<file path="config.mk">
export PLATFORM = sky130hd
export DESIGN_NAME = ppp_option_negotiation_fsm
export DESIGN_NICKNAME = d
export VERILOG_FILES = /design/src/rtl/pppon_pkg.sv /design/src/rtl/ppp_option_negotiation_fsm.sv /design/src/rtl/pppon_cfg.sv /design/src/rtl/pppon_core.sv
export SDC_FILE = /design/constraint.sdc
export NUM_CORES = 1
export LEC_CHECK = 0
export CORE_MARGIN = 2
export CORE_UTILIZATION = 45
export DETAILED_ROUTE_END_ITERATION = 7
export DONT_BUFFER_PORTS = 1
export PLACE_DENSITY_LB_ADDON = 0.3
export SLEW_MARGIN = 40
export SYNTH_ARGS = -nofsm -noshare
export SYNTH_HDL_FRONTEND = slang
export SYNTH_SLANG_ARGS = --single-unit
</file>
<file path="constraint.sdc">
create_clock -name clk_i -period 4.3 [get_ports clk_i]
set_input_delay 1.075 -clock clk_i [delete_from_list [all_inputs] [get_ports clk_i]]
set_output_delay 1.075 -clock clk_i [all_outputs]
set_load 0.05 [all_outputs]
</file>
<file path="src/rtl/pppon_pkg.sv">
// ----------------------------------------------------------------------------
// PPP option negotiation package
// Shared types, codes and reset values of the option negotiation automaton.
// ----------------------------------------------------------------------------
package pppon_pkg;

  localparam int unsigned RetryBits = 8;

  localparam logic [7:0] MaxCfgReqRst  = 8'd10;
  localparam logic [7:0] MaxTermReqRst = 8'd2;
  localparam logic       ActiveOpenRst  = 1'b1;
  localparam logic       PassiveOpenRst = 1'b0;

  typedef enum logic [2:0] {
    StClosed   = 3'd0,
    StListen   = 3'd1,
    StReqSent  = 3'd2,
    StAckRcvd  = 3'd3,
    StAckSent  = 3'd4,
    StOpened   = 3'd5,
    StTermSent = 3'd6
  } link_state_e;

  typedef enum logic [2:0] {
    CmdPacket  = 3'd0,
    CmdTimeout = 3'd1,
    CmdOpen    = 3'd2,
    CmdDown    = 3'd3,
    CmdClose   = 3'd4,
    CmdReinit  = 3'd5
  } cmd_e;

  typedef enum logic [1:0] {
    TmLeave   = 2'd0,
    TmRestart = 2'd1,
    TmStop    = 2'd2
  } timer_e;

  typedef enum logic [1:0] {
    CfgMaxCfgReq  = 2'd0,
    CfgMaxTermReq = 2'd1,
    CfgActiveOpen = 2'd2,
    CfgPassiveOpen = 2'd3
  } cfg_idx_e;

  // received packet codes
  localparam logic [7:0] PktCfgReq   = 8'd1;
  localparam logic [7:0] PktCfgAck   = 8'd2;
  localparam logic [7:0] PktCfgNak   = 8'd3;
  localparam logic [7:0] PktCfgRej   = 8'd4;
  localparam logic [7:0] PktTermReq  = 8'd5;
  localparam logic [7:0] PktTermAck  = 8'd6;
  localparam logic [7:0] PktCodeRej  = 8'd7;
  localparam logic [7:0] PktProtRej  = 8'd8;
  localparam logic [7:0] PktEchoReq  = 8'd9;
  localparam logic [7:0] PktEchoRep  = 8'd10;
  localparam logic [7:0] PktDiscard  = 8'd11;
  localparam logic [7:0] PktQuality  = 8'd12;

  // transmitted packet codes
  localparam logic [3:0] SendNone     = 4'd0;
  localparam logic [3:0] SendCfgReq   = 4'd1;
  localparam logic [3:0] SendTermReq  = 4'd5;
  localparam logic [3:0] SendTermAck  = 4'd6;
  localparam logic [3:0] SendCodeRej  = 4'd7;
  localparam logic [3:0] SendEchoRep  = 4'd10;
  localparam logic [3:0] SendCodeMax  = 4'd11;

  typedef struct packed {
    logic [7:0] max_cfg_req;
    logic [7:0] max_term_req;
    logic       active_open;
    logic       passive_open;
  } cfg_t;

  typedef struct packed {
    logic [6:0] pad;
    logic       options_ok;
    logic [7:0] pkt_id;
    logic [7:0] pkt_code;
  } in_data_t;

  typedef struct packed {
    logic [1:0]  pad;
    logic        options_reset;
    logic        layer_finished;
    logic        layer_started;
    logic        layer_down;
    logic        layer_up;
    timer_e      timer_action;
    link_state_e link_state;
    logic [7:0]  send_id;
    logic [3:0]  send_code;
  } out_data_t;

  localparam int unsigned InDataW  = $bits(in_data_t);
  localparam int unsigned OutDataW = $bits(out_data_t);

endpackage

</file>
<file path="src/rtl/ppp_option_negotiation_fsm.sv">
// ----------------------------------------------------------------------------
// PPP option negotiation automaton
// Seven-state option negotiation with listen state: one result item per
// event item, carrying the packet to send, new state, timer action and pulses.
//
//   channel   dir  handshake                   payload
//   s_        in   s_tvalid_i / s_tready_o     s_tuser_i cmd, s_tdata_i packet
//   m_        out  m_tvalid_o / m_tready_i     m_tdata_o result
//   cfg_      in   cfg_valid_i / cfg_ready_o   cfg_index_i, cfg_data_i
//
// One item per cycle while m_tready_i is not held low; an accepted item
// passes the input register and then the result register, with the
// state decode between them combinational.
// Reset loads the default configuration, listen state and ten retries.
// A stalled result holds in the result register; the input register still
// takes one more item, so the input side stalls only when both are full.
// ----------------------------------------------------------------------------
module ppp_option_negotiation_fsm #(
  parameter int unsigned RETRY_BITS = pppon_pkg::RetryBits
) (
  input  logic                            clk_i,
  input  logic                            rst_ni,
  input  logic                            s_tvalid_i,
  output logic                            s_tready_o,
  // pkt_code, pkt_id, options_ok
  input  logic [pppon_pkg::InDataW-1:0]   s_tdata_i,
  // cmd
  input  logic [2:0]                      s_tuser_i,
  output logic                            m_tvalid_o,
  input  logic                            m_tready_i,
  // send_code, send_id, link_state, timer_action, layer_up, layer_down,
  // layer_started, layer_finished, options_reset
  output logic [pppon_pkg::OutDataW-1:0]  m_tdata_o,
  input  logic                            cfg_valid_i,
  output logic                            cfg_ready_o,
  input  logic [1:0]                      cfg_index_i,
  input  logic [7:0]                      cfg_data_i
);

  pppon_pkg::cfg_t      cfg;
  pppon_pkg::in_data_t  in_q;
  logic [2:0]           cmd_q;
  logic                 in_vld_d, in_vld_q;
  logic                 out_vld_d, out_vld_q;
  pppon_pkg::out_data_t out_q, res;
  logic                 s_acc, advance;

  assign cfg_ready_o = 1'b1;

  pppon_cfg u_cfg (
    .clk_i      (clk_i),
    .rst_ni     (rst_ni),
    .wr_en_i    (cfg_valid_i),
    .wr_index_i (cfg_index_i),
    .wr_data_i  (cfg_data_i),
    .cfg_o      (cfg)
  );

  pppon_core #(
    .RETRY_BITS (RETRY_BITS)
  ) u_core (
    .clk_i    (clk_i),
    .rst_ni   (rst_ni),
    .cfg_i    (cfg),
    .cmd_i    (cmd_q),
    .evt_i    (in_q),
    .commit_i (advance),
    .res_o    (res)
  );

  assign advance    = in_vld_q && (!out_vld_q || m_tready_i);
  assign s_tready_o = !in_vld_q || advance;
  assign s_acc      = s_tvalid_i && s_tready_o;

  always_comb begin
    in_vld_d = in_vld_q;
    if (s_acc) in_vld_d = 1'b1;
    else if (advance) in_vld_d = 1'b0;
    out_vld_d = out_vld_q;
    if (advance) out_vld_d = 1'b1;
    else if (m_tready_i) out_vld_d = 1'b0;
  end

  always_ff @(posedge clk_i or negedge rst_ni) begin
    if (!rst_ni) begin
      in_vld_q  <= 1'b0;
      out_vld_q <= 1'b0;
    end else begin
      in_vld_q  <= in_vld_d;
      out_vld_q <= out_vld_d;
    end
  end

  always_ff @(posedge clk_i) begin
    if (s_acc) begin
      in_q  <= pppon_pkg::in_data_t'(s_tdata_i);
      cmd_q <= s_tuser_i;
    end
    if (advance) out_q <= res;
  end

  assign m_tvalid_o = out_vld_q;
  assign m_tdata_o  = out_q;

endmodule

</file>
<file path="src/rtl/pppon_cfg.sv">
// ----------------------------------------------------------------------------
// PPP option negotiation configuration registers
// Holds retry limits and open modes, written through the configuration port.
// ----------------------------------------------------------------------------
module pppon_cfg (
  input  logic              clk_i,
  input  logic              rst_ni,
  input  logic              wr_en_i,
  input  logic [1:0]        wr_index_i,
  input  logic [7:0]        wr_data_i,
  output pppon_pkg::cfg_t   cfg_o
);

  pppon_pkg::cfg_t cfg_d, cfg_q;

  always_comb begin
    cfg_d = cfg_q;
    if (wr_en_i) begin
      unique case (pppon_pkg::cfg_idx_e'(wr_index_i))
        pppon_pkg::CfgMaxCfgReq:   cfg_d.max_cfg_req  = wr_data_i;
        pppon_pkg::CfgMaxTermReq:  cfg_d.max_term_req = wr_data_i;
        pppon_pkg::CfgActiveOpen:  cfg_d.active_open  = wr_data_i[0];
        pppon_pkg::CfgPassiveOpen: cfg_d.passive_open = wr_data_i[0];
        default: ;
      endcase
    end
  end

  always_ff @(posedge clk_i or negedge rst_ni) begin
    if (!rst_ni) begin
      cfg_q.max_cfg_req  <= pppon_pkg::MaxCfgReqRst;
      cfg_q.max_term_req <= pppon_pkg::MaxTermReqRst;
      cfg_q.active_open  <= pppon_pkg::ActiveOpenRst;
      cfg_q.passive_open <= pppon_pkg::PassiveOpenRst;
    end else begin
      cfg_q <= cfg_d;
    end
  end

  assign cfg_o = cfg_q;

endmodule

</file>
<file path="src/rtl/pppon_core.sv">
// ----------------------------------------------------------------------------
// PPP option negotiation core
// Automaton state, retry count and request id with the per-event decode.
// ----------------------------------------------------------------------------
module pppon_core #(
  parameter int unsigned RETRY_BITS = pppon_pkg::RetryBits
) (
  input  logic                  clk_i,
  input  logic                  rst_ni,
  input  pppon_pkg::cfg_t       cfg_i,
  input  logic [2:0]            cmd_i,
  input  pppon_pkg::in_data_t   evt_i,
  input  logic                  commit_i,
  output pppon_pkg::out_data_t  res_o
);

  typedef logic [RETRY_BITS-1:0] retry_t;

  typedef struct packed {
    pppon_pkg::link_state_e st;
    retry_t                 ret;
    logic [7:0]             nid;
    pppon_pkg::out_data_t   res;
  } ctx_t;

  localparam pppon_pkg::link_state_e StRst =
    (pppon_pkg::ActiveOpenRst | pppon_pkg::PassiveOpenRst) ?
    pppon_pkg::StListen : pppon_pkg::StClosed;

  pppon_pkg::link_state_e st_q;
  retry_t                 ret_q;
  logic [7:0]             nid_q;
  ctx_t                   c;

  function automatic ctx_t auto_rst(ctx_t x, pppon_pkg::cfg_t cfg);
    ctx_t y;
    y = x;
    y.st = (cfg.active_open | cfg.passive_open) ? pppon_pkg::StListen : pppon_pkg::StClosed;
    y.ret = RETRY_BITS'(cfg.max_cfg_req);
    y.res.options_reset = 1'b1;
    return y;
  endfunction

  function automatic ctx_t send_req(ctx_t x, logic [3:0] code);
    ctx_t y;
    y = x;
    if (x.ret != '0) begin
      y.ret = x.ret - RETRY_BITS'(1);
      y.res.timer_action = pppon_pkg::TmRestart;
      y.res.send_code = code;
      y.res.send_id = x.nid;
      y.nid = x.nid + 8'd1;
    end
    return y;
  endfunction

  function automatic ctx_t go_opened(ctx_t x);
    ctx_t y;
    y = x;
    y.res.timer_action = pppon_pkg::TmStop;
    y.res.layer_up = 1'b1;
    y.st = pppon_pkg::StOpened;
    return y;
  endfunction

  function automatic ctx_t emit(ctx_t x, logic [3:0] code, logic [7:0] id);
    ctx_t y;
    y = x;
    y.res.send_code = code;
    y.res.send_id = id;
    return y;
  endfunction

  always_comb begin
    pppon_pkg::link_state_e s;
    logic ok;
    s = st_q;
    ok = evt_i.options_ok;
    c.st = st_q;
    c.ret = ret_q;
    c.nid = nid_q;
    c.res = '0;
    unique case (pppon_pkg::cmd_e'(cmd_i))
      pppon_pkg::CmdPacket: begin
        unique case (evt_i.pkt_code)
          pppon_pkg::PktCfgReq: begin
            if (s == pppon_pkg::StOpened || s == pppon_pkg::StListen ||
                s == pppon_pkg::StReqSent || s == pppon_pkg::StAckSent) begin
              if (s == pppon_pkg::StOpened) begin
                c.res.layer_down = 1'b1;
                c = auto_rst(c, cfg_i);
              end
              if (s == pppon_pkg::StOpened || s == pppon_pkg::StListen) begin
                c.res.layer_started = 1'b1;
                c = send_req(c, pppon_pkg::SendCfgReq);
              end
              c.st = ok ? pppon_pkg::StAckSent : pppon_pkg::StReqSent;
            end else if (s == pppon_pkg::StAckRcvd) begin
              if (ok) c = go_opened(c);
              else c.res.timer_action = pppon_pkg::TmRestart;
            end else if (s == pppon_pkg::StClosed) begin
              c = emit(c, pppon_pkg::SendTermAck, evt_i.pkt_id);
            end
          end
          pppon_pkg::PktCfgAck, pppon_pkg::PktCfgNak, pppon_pkg::PktCfgRej: begin
            if (s == pppon_pkg::StReqSent || s == pppon_pkg::StAckSent) begin
              if (evt_i.pkt_code == pppon_pkg::PktCfgAck) begin
                if (ok) begin
                  if (s == pppon_pkg::StReqSent) c.st = pppon_pkg::StAckRcvd;
                  else c = go_opened(c);
                end
              end else if (ok) begin
                c = send_req(c, pppon_pkg::SendCfgReq);
              end
            end else if (s == pppon_pkg::StOpened || s == pppon_pkg::StAckRcvd) begin
              if (s == pppon_pkg::StOpened) begin
                c.res.layer_down = 1'b1;
                c.res.layer_started = 1'b1;
                c = auto_rst(c, cfg_i);
              end
              c = send_req(c, pppon_pkg::SendCfgReq);
              c.st = pppon_pkg::StReqSent;
            end else if (s == pppon_pkg::StClosed || s == pppon_pkg::StListen) begin
              c = emit(c, pppon_pkg::SendTermAck, evt_i.pkt_id);
            end
          end
          pppon_pkg::PktTermReq: begin
            c = emit(c, pppon_pkg::SendTermAck, evt_i.pkt_id);
            if (s == pppon_pkg::StOpened) begin
              c.res.layer_down = 1'b1;
              c.res.layer_finished = 1'b1;
              c = auto_rst(c, cfg_i);
            end else if (s == pppon_pkg::StAckRcvd || s == pppon_pkg::StAckSent) begin
              c.st = pppon_pkg::StReqSent;
            end
          end
          pppon_pkg::PktTermAck: begin
            if (s == pppon_pkg::StTermSent) begin
              c.res.timer_action = pppon_pkg::TmStop;
              c.res.layer_finished = 1'b1;
              c = auto_rst(c, cfg_i);
            end else if (s == pppon_pkg::StOpened) begin
              c.res.layer_down = 1'b1;
              c = auto_rst(c, cfg_i);
              if (c.ret != '0) begin
                c = send_req(c, pppon_pkg::SendCfgReq);
                c.st = pppon_pkg::StReqSent;
              end
            end else if (s == pppon_pkg::StAckRcvd || s == pppon_pkg::StAckSent) begin
              c.st = pppon_pkg::StReqSent;
            end
          end
          pppon_pkg::PktCodeRej: begin
            c.res.layer_finished = 1'b1;
            c = auto_rst(c, cfg_i);
          end
          pppon_pkg::PktEchoReq: begin
            if (s == pppon_pkg::StOpened) begin
              c = emit(c, pppon_pkg::SendEchoRep, evt_i.pkt_id);
            end else if (s == pppon_pkg::StClosed || s == pppon_pkg::StListen) begin
              c = emit(c, pppon_pkg::SendTermAck, evt_i.pkt_id);
            end
          end
          pppon_pkg::PktProtRej, pppon_pkg::PktEchoRep,
          pppon_pkg::PktDiscard, pppon_pkg::PktQuality: ;
          default: begin
            c = emit(c, pppon_pkg::SendCodeRej, evt_i.pkt_id);
            if (s == pppon_pkg::StReqSent || s == pppon_pkg::StAckRcvd ||
                s == pppon_pkg::StAckSent || s == pppon_pkg::StOpened) begin
              c.st = pppon_pkg::StListen;
            end
          end
        endcase
      end
      pppon_pkg::CmdTimeout: begin
        if (s == pppon_pkg::StReqSent || s == pppon_pkg::StAckRcvd ||
            s == pppon_pkg::StAckSent) begin
          if (ret_q != '0) begin
            c = send_req(c, pppon_pkg::SendCfgReq);
            c.st = pppon_pkg::StReqSent;
          end else begin
            c = auto_rst(c, cfg_i);
          end
        end else if (s == pppon_pkg::StTermSent) begin
          if (ret_q != '0) begin
            c = send_req(c, pppon_pkg::SendTermReq);
          end else begin
            c.res.layer_finished = 1'b1;
            c = auto_rst(c, cfg_i);
          end
        end
      end
      pppon_pkg::CmdOpen: begin
        if ((cfg_i.active_open | cfg_i.passive_open) &&
            (s == pppon_pkg::StClosed || s == pppon_pkg::StListen ||
             s == pppon_pkg::StTermSent)) begin
          c.res.layer_started = 1'b1;
          c = auto_rst(c, cfg_i);
          if (cfg_i.active_open) begin
            c = send_req(c, pppon_pkg::SendCfgReq);
            c.st = pppon_pkg::StReqSent;
          end
        end
      end
      pppon_pkg::CmdDown: begin
        if (s == pppon_pkg::StReqSent || s == pppon_pkg::StAckRcvd ||
            s == pppon_pkg::StAckSent) begin
          c.res.timer_action = pppon_pkg::TmStop;
          c = auto_rst(c, cfg_i);
        end else if (s == pppon_pkg::StOpened) begin
          c.res.layer_down = 1'b1;
          c = auto_rst(c, cfg_i);
        end else if (s == pppon_pkg::StTermSent) begin
          c = auto_rst(c, cfg_i);
        end
      end
      pppon_pkg::CmdClose: begin
        if (s == pppon_pkg::StOpened || s == pppon_pkg::StAckSent) begin
          if (s == pppon_pkg::StOpened) c.res.layer_down = 1'b1;
          c.ret = RETRY_BITS'(cfg_i.max_term_req);
          c = send_req(c, pppon_pkg::SendTermReq);
          c.st = pppon_pkg::StTermSent;
        end else if (s == pppon_pkg::StReqSent || s == pppon_pkg::StAckRcvd) begin
          c.ret = '0;
          c.st = pppon_pkg::StTermSent;
        end else if (s == pppon_pkg::StListen) begin
          c.st = pppon_pkg::StClosed;
        end
      end
      pppon_pkg::CmdReinit: c = auto_rst(c, cfg_i);
      default: ;
    endcase
    c.res.link_state = c.st;
  end

  always_ff @(posedge clk_i or negedge rst_ni) begin
    if (!rst_ni) begin
      st_q  <= StRst;
      ret_q <= RETRY_BITS'(pppon_pkg::MaxCfgReqRst);
      nid_q <= '0;
    end else if (commit_i) begin
      st_q  <= c.st;
      ret_q <= c.ret;
      nid_q <= c.nid;
    end
  end

  assign res_o = c.res;

endmodule

</file>
Word-level counts from Yosys, hierarchy flattened
Cells that the tools add are included.
{"block": "totals", "out_inout_bits": 27, "inputBits": 42, "reg_bits": 83, "wordCells": 193}
{"block": "classes", "muxes": 70, "addsub": 8, "n_bitwise": 3, "n_reduce_logical": 39, "eq_ne": 50}
{"cell": "2-to-1 mux 43 bit", "n": 14}
{"cell": "2-to-1 mux 40 bit", "n": 14}
{"cell": "case mux 43 bit (7 select lines)", "n": 1}
{"cell": "case mux 43 bit (6 select lines)", "n": 1}
{"cell": "2-to-1 mux 42 bit", "n": 3}
{"cell": "2-to-1 mux 12 bit", "n": 7}
{"cell": "2-to-1 mux 16 bit", "n": 5}
{"cell": "== test 8 x 4 -> 1 bit (second input constant)", "n": 5}
{"cell": "nonzero test 8 bit", "n": 5}
{"cell": "subtractor 8 x 1 -> 8 bit (second input constant)", "n": 5}
{"cell": "== test 8 x 3 -> 1 bit (second input constant)", "n": 4}
{"cell": "2-to-1 mux 32 bit", "n": 1}
{"cell": "2-to-1 mux 26 bit", "n": 1}
{"cell": "adder 8 x 1 -> 8 bit (second input constant)", "n": 3}
{"cell": "2-to-1 mux 3 bit", "n": 8}
{"cell": "AND reduction 23 bit", "n": 1}
{"cell": "2-to-1 mux 18 bit", "n": 1}
{"cell": "== test 8 x 2 -> 1 bit (second input constant)", "n": 2}
{"cell": "== test 3 bit (second input constant)", "n": 5}
{"cell": "AND reduction 15 bit", "n": 1}
{"cell": "logical OR 1 bit", "n": 14}
{"cell": "== test 3 x 2 -> 1 bit (second input constant)", "n": 4}
{"cell": "!= test 3 x 2 -> 1 bit (second input constant)", "n": 4}
{"cell": "!= test 4 bit (second input constant)", "n": 3}
{"cell": "other kinds (28)", "n": 58}

Depth between registers and ports, before layout
Gate-level depths: netlist of the first run.
{"block": "logic_depth", "word_depth": 13, "depth_mapped": 17, "mapped_depth_nobuf": 14}

Modules after synthesis
A second synthesis of the first run with hierarchy kept.
{"block": "hier_totals", "cells_unflattened": 698, "hier_area_um2": 6501.2}
{"mod": "pppon_core", "cells_per_inst": 597, "area_each_um2": 4154.0, "n_inst": 1, "seq_area_each_um2": 479.2}
{"mod": "ppp_option_negotiation_fsm", "cells_per_inst": 61, "area_each_um2": 1646.6, "n_inst": 1, "seq_area_each_um2": 1581.5}
{"mod": "pppon_cfg", "cells_per_inst": 40, "area_each_um2": 700.7, "n_inst": 1, "seq_area_each_um2": 455.4}

Worst setup path before layout of the first run
No wires, ideal clock.
{"block": "synth_timing", "path_type": "register to register", "from": "register u_core.st_q[2]", "to": "register out_q (netlist bit m_tdata_o[4]), data pin", "path_stages_with_launch": 18, "path_buffers": 3, "required_time_ns": 4.039, "path_slack_ns": 1.110, "setup_ns": 0.261, "period_less_slack_ns": 3.190, "arrival_ns": 2.929, "cell_sequence": "dfrtp_1 -> buf_2 -> buf_2 -> nand3b_4 -> buf_2 -> nor2_1 -> a21oi_1 -> ha_1 -> and4_1 -> a31oi_2 -> ha_1 -> nor2b_1 -> a211oi_1 -> o21ai_0 -> nor3_1 -> o21ai_0 -> o21ai_0 -> a221o_1"}
{"item": "start, declared", "line_no": "pppon_core.sv:30", "rtl": "pppon_pkg::link_state_e st_q;"}
{"item": "start signal, assigned", "line_no": "pppon_core.sv:238", "rtl": "st_q <= StRst;"}
{"item": "start signal, assigned", "line_no": "pppon_core.sv:242", "rtl": "st_q <= c.st;"}
{"item": "end signal, assigned", "line_no": "ppp_option_negotiation_fsm.sv:99", "rtl": "if (advance) out_q <= res;"}
{"item": "end, declared", "line_no": "ppp_option_negotiation_fsm.sv:45", "rtl": "pppon_pkg::out_data_t out_q, res;"}

==> reports/results.ini, run 1 <==
[outcome]
status=complete, no violations

[yosys]
ys_seq_area_share_pct=37.2
postSynthAreaPerCell_um2=9.07
synth_cells=666
yosysTopAreaCell=edfxtp_1
ys_types=99
synth-edff-count=42
synth_warnings=0
synth_ff_type=edfxtp_1
synthArstFlopShare_pct=48.1
yosysTopAreaCellShare_pct=20.9
synth-seq-cells=81
syn_area_um2=6040
synthTopCellsByArea=edfxtp_1, dfrtp_1, o21ai_0, nand2_1, nor2_1

[worst_setup_path]
path_class=flop to flop
cp.required_ps=4400
r2r_end=m_tdata_o[4]
slowest_delay_ps=550
critPathMaxFanout=19
r2r_start=u_core.st_q[0]
rrSetupSlack_ps=1080
worstRegToRegCells=12
critical_path.startpoint_type=flop
crit_top_cell=o21ai_0
cp_top_family=compound AO/OA/AOI/OAI gates
path_cells=nand3b_4 > buf_4 > nor3_1 > a31oi_2 > ha_1 > nor2b_1 > a211oi_1 > o21ai_0 > nor3_1 > o21ai_0 > o21ai_0 > a221o_1
crit_path_end_kind=flop
crit_path_top_delay_cell=dfstp_2
cp.arrival_ps=3320
critPathBufInv=1

[pwr]
p_total_mw=3.03
p_per_area_nw_per_um2=474
total_leakage_power_nw=2.24
worst_ir_drop_vdd_mv=0.322

[floorplanning]
design.core.area_um2=13200
start_util_pct=45.8
num_rows=42
dieWidth_um=120
ioPinCount=69
die_area_um2=14400
die_y_um=120

[timing]
slew_violations=0
whs_ps=404
fin_skew_ps=10.6
rsz0062_at_grt=no
fmax_mhz=311
setup_viol=0
relSlewSlack_pct=47.8
tightest_slew_ps=777
hold_viol=0
final.setup.tns_ps=0
finalCriticalPeriod_ps=3220
timing.final.crit_share_pct=74.8

[detailed_routing]
vias_per_cell=6.69
wl_met1_mm=8.00
post-route-drc-count=0
first_pass_iters=6
wl_met2_mm=8.01
route.met3.wl_mm=1.84
maxUsedRoutingLayer=met4
wl_per_cell_um=22.5
drt_wl_total_mm=18.5
vias=5508
drt_iter0_markers=912
detail-route-antenna-nets=0

[worst_hold_path]
hp-class=primary input to asynchronous set/reset pin

[global_routing]
antenna_found_initial=0
grt_pass1_wl_mm=28.6
grt-ovfl-total=0
track_usage_pct=26.0
grt_pass1_vias=5023
grt_max_degree=40

[final_layout]
nFillCells=1223
n_antenna_cell=0
final_common_cell=nand2_1
drive_gt1_share_pct=13.9
mostFrequentLayoutCells=nand2_1, nor2_1, o21ai_0
syn_to_final_growth_pct=5.76
fin_nets=692
fin_util_pct=48.4

[clocking]
clock_sinks=81
post_cts_buffers=0
clkTransAtPathRegs_ps=70
root_buffer=clkbuf_16
cts_htree_levels=3
clkLatencyLatePin_ps=360
cts_tree=yes
cts_buffers=9
cts_resized=0
clockBufferDepth=2
cts_hold_buffers=0

[place]
port_buffers=0
post-dp-hpwl_mm=13.2
place.gp.congestion=0.963

[flow_run]
maxCapViolations=0

## cell families (layout without fill, tap and decap cells)
family	Yosys count	count (layout)	synth area share [%]
other	2	3	0.124
adder cells (fa/ha/maj)	8	8	1.66
buffers and inverters	62	42	5.20
XOR/XNOR	18	18	2.61
multiplexers	20	20	3.65
AND/OR/NAND/NOR	250	250	23.2
flip-flops	81	81	37.2
AO/OA/AOI/OAI	225	225	26.3
## cell type report
type / instances / area [um^2] / area share, %
clock buffers: 9 / 225 / 3.53
well taps: 176 / 220 / 3.45
inverters: 13 / 48.8 / 0.764
clock inverters: 7 / 61.3 / 0.960
flip-flops and latches: 81 / 2250 / 35.2
multi-input cells: 524 / 3490 / 54.6
repair buffers: 13 / 97.6 / 1.53
## per-stage QoR
step,instances,cell area [um^2],worst slack [ps]
after global placement,807,6090,1050
final,823,6390,1080
after CTS,823,6390,1120
after floorplan,667,6040,1110
after detailed placement,807,6100,1040
after global routing,823,6390,874
## synth_stat cells, types with 12 or more instances
master    count
a31oi_1      16
xnor2_1      12
mux2_2       15
buf_2        17
dfrtp_1      32
o21ai_0      50
nand2b_1     13
nor3_1       13
o211ai_1     13
nor2_1       55
nand2_1      56
edfxtp_1     42
a21oi_1      40
nand3_1      27
inv_1        13
clkbuf_1     19
and3_1       12
## state kept, by name, indices dropped and copies added, names as in the netlist
name and cells:
m_tdata_o 22, u_cfg.cfg_o 18, in_q 17, u_core.nid_q 8, u_core.ret_q 8, cmd_q 3
u_core.st_q 3, in_vld_q 1, m_tvalid_o 1
## metal layers
| metal | vias up | global-route usage, % |
|---|---|---|
| met5 | - | 0 |
| met4 | 0 | 12.5 |
| met3 | 52 | 3.61 |
| li1 | 2497 | - |
| met2 | 351 | 37.1 |
| met1 | 2608 | 38.4 |
## worst max path at each step
stage | from | to | slack (ps) | cells past startpoint
6_report | u_core.st_q[0] | m_tdata_o[4] | 1080 | 12
5_1_grt | u_cfg.cfg_o[10] | m_tdata_o[4] | 870 | 14
4_1_cts | u_core.st_q[0] | m_tdata_o[4] | 1120 | 12
3_5_place_dp | m_tready_i | u_core.nid_q[1] | 1040 | 7
3_3_place_gp | m_tready_i | u_core.nid_q[1] | 1050 | 7
2_1_floorplan | u_core.st_q[2] | m_tdata_o[4] | 1110 | 17
## where the power goes
| part | total, mW | switching [mW] | internal [mW] |
|---|---|---|---|
| clock | 0.760 | 0.358 | 0.402 |
| sequential | 1.25 | 0.279 | 0.972 |
| combinational | 1.02 | 0.639 | 0.378 |
Note: power is estimated with default switching activity, not from simulation.
==> run 2: changes to the inputs <==
--- a/config.mk
+++ b/config.mk
@@ -5,6 +5,7 @@
 export SDC_FILE = /design/constraint.sdc
 export NUM_CORES = 1
 export LEC_CHECK = 0
+export ABC_AREA = 1
 export CORE_MARGIN = 2
 export CORE_UTILIZATION = 45
 export DETAILED_ROUTE_END_ITERATION = 7
==> constraint.sdc (replaced) <==
create_clock -name clk_i -period 2.9 [get_ports clk_i]
set_input_delay 0.725 -clock clk_i [delete_from_list [all_inputs] [get_ports clk_i]]
set_output_delay 0.725 -clock clk_i [all_outputs]
set_load 0.05 [all_outputs]
==> run 2 against run 1 <==
Cell area increased by 13%. First-iteration DRC count decreased by 27%. Sequential power increased by 45%. Cell count increased by 50%. Count of clock-buffer cells in the layout unchanged. Combinational power increased to 3.1 times the previous value. Largest power group is now combinational cells. Worst hold slack got worse by 350 ps. Sequential share of layout area decreased by 4.2 points. Power increased by 100%. Maximum frequency increased by 21%. Register-to-register slack got worse by 840 ps. Global-route usage decreased by 0.13 points.
==> reports/results.ini, run 2 <==
[yosys]
syn_area_um2=6720  ; +11%
yosysTopAreaCell=nand2_1
synth-edff-count=42  ; unchanged
synth_cells=1039  ; +56%
synthArstFlopShare_pct=48.1  ; unchanged
yosysMostFrequentCell=nand2_1
synth-seq-cells=81  ; unchanged
yosysTopAreaCellShare_pct=19.6  ; -1.3 points
ys_seq_area_share_pct=33.4  ; -3.8 points
ys_top_cells_by_count=nand2_1, nand3_1, inv_1
postSynthAreaPerCell_um2=6.47  ; -29%
synth_warnings=0  ; unchanged
synthTopCellsByArea=nand2_1, edfxtp_1, dfrtp_1, nand3_1, o21ai_0
synth_ff_type=edfxtp_1
ys_types=47  ; -53%

[timing]
slew_violations=0  ; unchanged
finalCriticalPeriod_ps=2650  ; -562 ps
tightest_slew_ps=640  ; -137 ps
relSlewSlack_pct=56.9  ; +9.0 points
fin_skew_ps=8.73  ; -1.87 ps
timing.final.crit_share_pct=91.5  ; +17 points
final.setup.tns_ps=0  ; unchanged
setup_viol=0  ; unchanged
fmax_mhz=377  ; +21%
hold_viol=0  ; unchanged
rsz0062_at_grt=no

[final_layout]
nFillCells=1513  ; +24%
multi_input_area_um2=3840  ; +10%
fin_nets=1093  ; +58%
final_common_cell=nand2_1
drive_gt1_share_pct=11.2  ; -2.7 points
n_antenna_cell=0  ; unchanged
design_area_um2=7250  ; +13%
mostFrequentLayoutCells=nand2_1, nand3_1, inv_1
largest_reg_flops=22  ; unchanged
ff_latch_area_um2=2250  ; unchanged
syn_to_final_growth_pct=7.86

[global_routing]
grt_max_degree=40  ; unchanged
grt-ovfl-total=0  ; unchanged
track_usage_pct=25.8  ; -0.13 points
grt_pass1_wl_mm=32.5  ; +14%
antenna_found_initial=0  ; unchanged
grt_pass1_vias=6243  ; +24%

[worst_setup_path]
cp.arrival_ps=2750  ; -570 ps
critical_path.startpoint_type=flop
crit_path_end_kind=flop
cp.required_ps=2990  ; -1410 ps
critPathMaxFanout=12  ; -7
path_class=flop to flop

[clocking]
cts_htree_levels=3  ; unchanged
clkLatencyLatePin_ps=360  ; about the same
clock_sinks=81  ; unchanged
cts_buffers=9  ; unchanged
root_buffer=clkbuf_16
clkTransAtPathRegs_ps=70  ; about the same
cts_tree=yes
clockBufferDepth=2  ; unchanged

[floorplanning]
start_util_pct=46.2  ; +0.44 points
dieWidth_um=126  ; +5.3%
die_y_um=126  ; +5.3%
num_rows=44  ; +4.8%
design.core.area_um2=14500  ; +10%
die_area_um2=15900  ; +11%
ioPinCount=69  ; unchanged

[detailed_routing]
wl_per_cell_um=16.5  ; -27%
detail-route-antenna-nets=0  ; unchanged
wl_met2_mm=9.25  ; +15%
maxUsedRoutingLayer=met4
vias_per_cell=5.62  ; -16%
vias=6923  ; +26%
drt_iter0_markers=670  ; -27%
first_pass_iters=7  ; +1
wl_met1_mm=8.73  ; +9.2%
post-route-drc-count=0  ; unchanged
drt_wl_total_mm=20.3  ; +9.6%
route.met3.wl_mm=1.60  ; -13%

[place]
place.gp.congestion=0.960  ; -0.26%
post-dp-hpwl_mm=15.3  ; +16%
port_buffers=0  ; unchanged
placed_area_um2=6930  ; +14%

[pwr]
worst_ir_drop_vdd_mv=0.474  ; +47%
p_per_area_nw_per_um2=856  ; +81%
total_leakage_power_nw=3.45  ; +54%
p_total_mw=6.20  ; +100%

[outcome]
status=complete, no violations

[worst_hold_path]
hp-class=primary input to asynchronous set/reset pin

[flow_run]
maxCapViolations=0  ; unchanged

run 2: cell types whose count changed after synthesis, sizes merged, moves of 13 or more:
cell and delta:
o21ai +32, nand2b -13, nand4 +15, inv +105, nor2 +56, nand3 +84
a31oi -16, nand2 +318, mux2 -16
run 2: report_power, final:
group / internal [mW] / leakage [nW] / switching, mW / total [mW]
logic: 0.942 / 2.41 / 2.27 / 3.21
clock network: 0.674 / 0.139 / 0.506 / 1.18
registers: 1.45 / 0.899 / 0.368 / 1.81
total: 3.06 / 3.45 / 3.14 / 6.20
run 2: worst max-delay path, stage by stage, from the launching register on:
cell and delay, ps:
dfstp_2 560, inv_2 120, nor2_8 190, nand3_1 110, nand2_2 110, ha_1 180, nand3_1 110, nor2_1 140
nand2_2 90, buf_4 190, nand2_1 130, nand3_1 190, a21oi_1 170, o21ai_0 100
run 2: per-stage QoR:
step,setup WS (ps),instances,hold slack [ps],util (%)
final,245,1232,55.7,49.9
after global routing,20.0,1232,43.7,49.9
after CTS,232,1230,51.6,49.8
after detailed placement,262,1214,431,47.7
after global placement,281,1214,430,47.7
after floorplan,323,1040,429,-
run 2: path summary, 6_finish.rpt:
check,slack (ps),start,to,depth (start not counted)
worst max-delay path,250,u_core.st_q[0],m_tdata_o[15],13
worst min-delay path,60,rst_ni,u_cfg.cfg_o[8],0
worst max register to register,250,u_core.st_q[0],m_tdata_o[15],13
worst min register to register,490,u_core.ret_q[3],u_core.ret_q[3],2
max in group asynchronous,2660,rst_ni,u_core.ret_q[1],0
min in group clk_i,460,s_tdata_i[2],in_q[2],0
run 2: cell type report:
| type | instances | share of cell area, % |
|---|---|---|
| inverter | 120 | 6.29 |
| sequential | 81 | 31.0 |
| tap | 184 | 3.18 |
| clock buffer | 9 | 3.11 |
| clock inverter | 7 | 1.09 |
| multi-input combinational | 810 | 53.0 |
| timing repair buffer | 21 | 2.35 |
run 2: repair_timing:
| item | in CTS | in global routing |
|---|---|---|
| resized for setup | 0 | 1 |
| endpoints found under the hold margin | 0 | 0 |
| buffers inserted | 0 | 2 |
| endpoints found under the setup margin | 0 | 1 |
| hold buffers | 0 | 0 |
run 2: logic make-up after synthesis:
kind of cell               count (synthesis)  synth area share (%)
and+or+nand+nor                          634                  41.4
other                                      2                 0.112
DFF                                       81                  33.4
xor gates and xnor gates                  13                  1.69
AOI/OAI and AO/OA                        152                  12.4
adders and majority gates                  8                  1.49
buffers and inverters                    149                  9.46
run 2: routing by layer:
layer / GRT usage, % / up-vias
met5: 0 / -
met2: 39.8 / 351
met1: 34.7 / 3126
met4: 12.9 / 0
li1: - / 3393
met3: 4.93 / 53
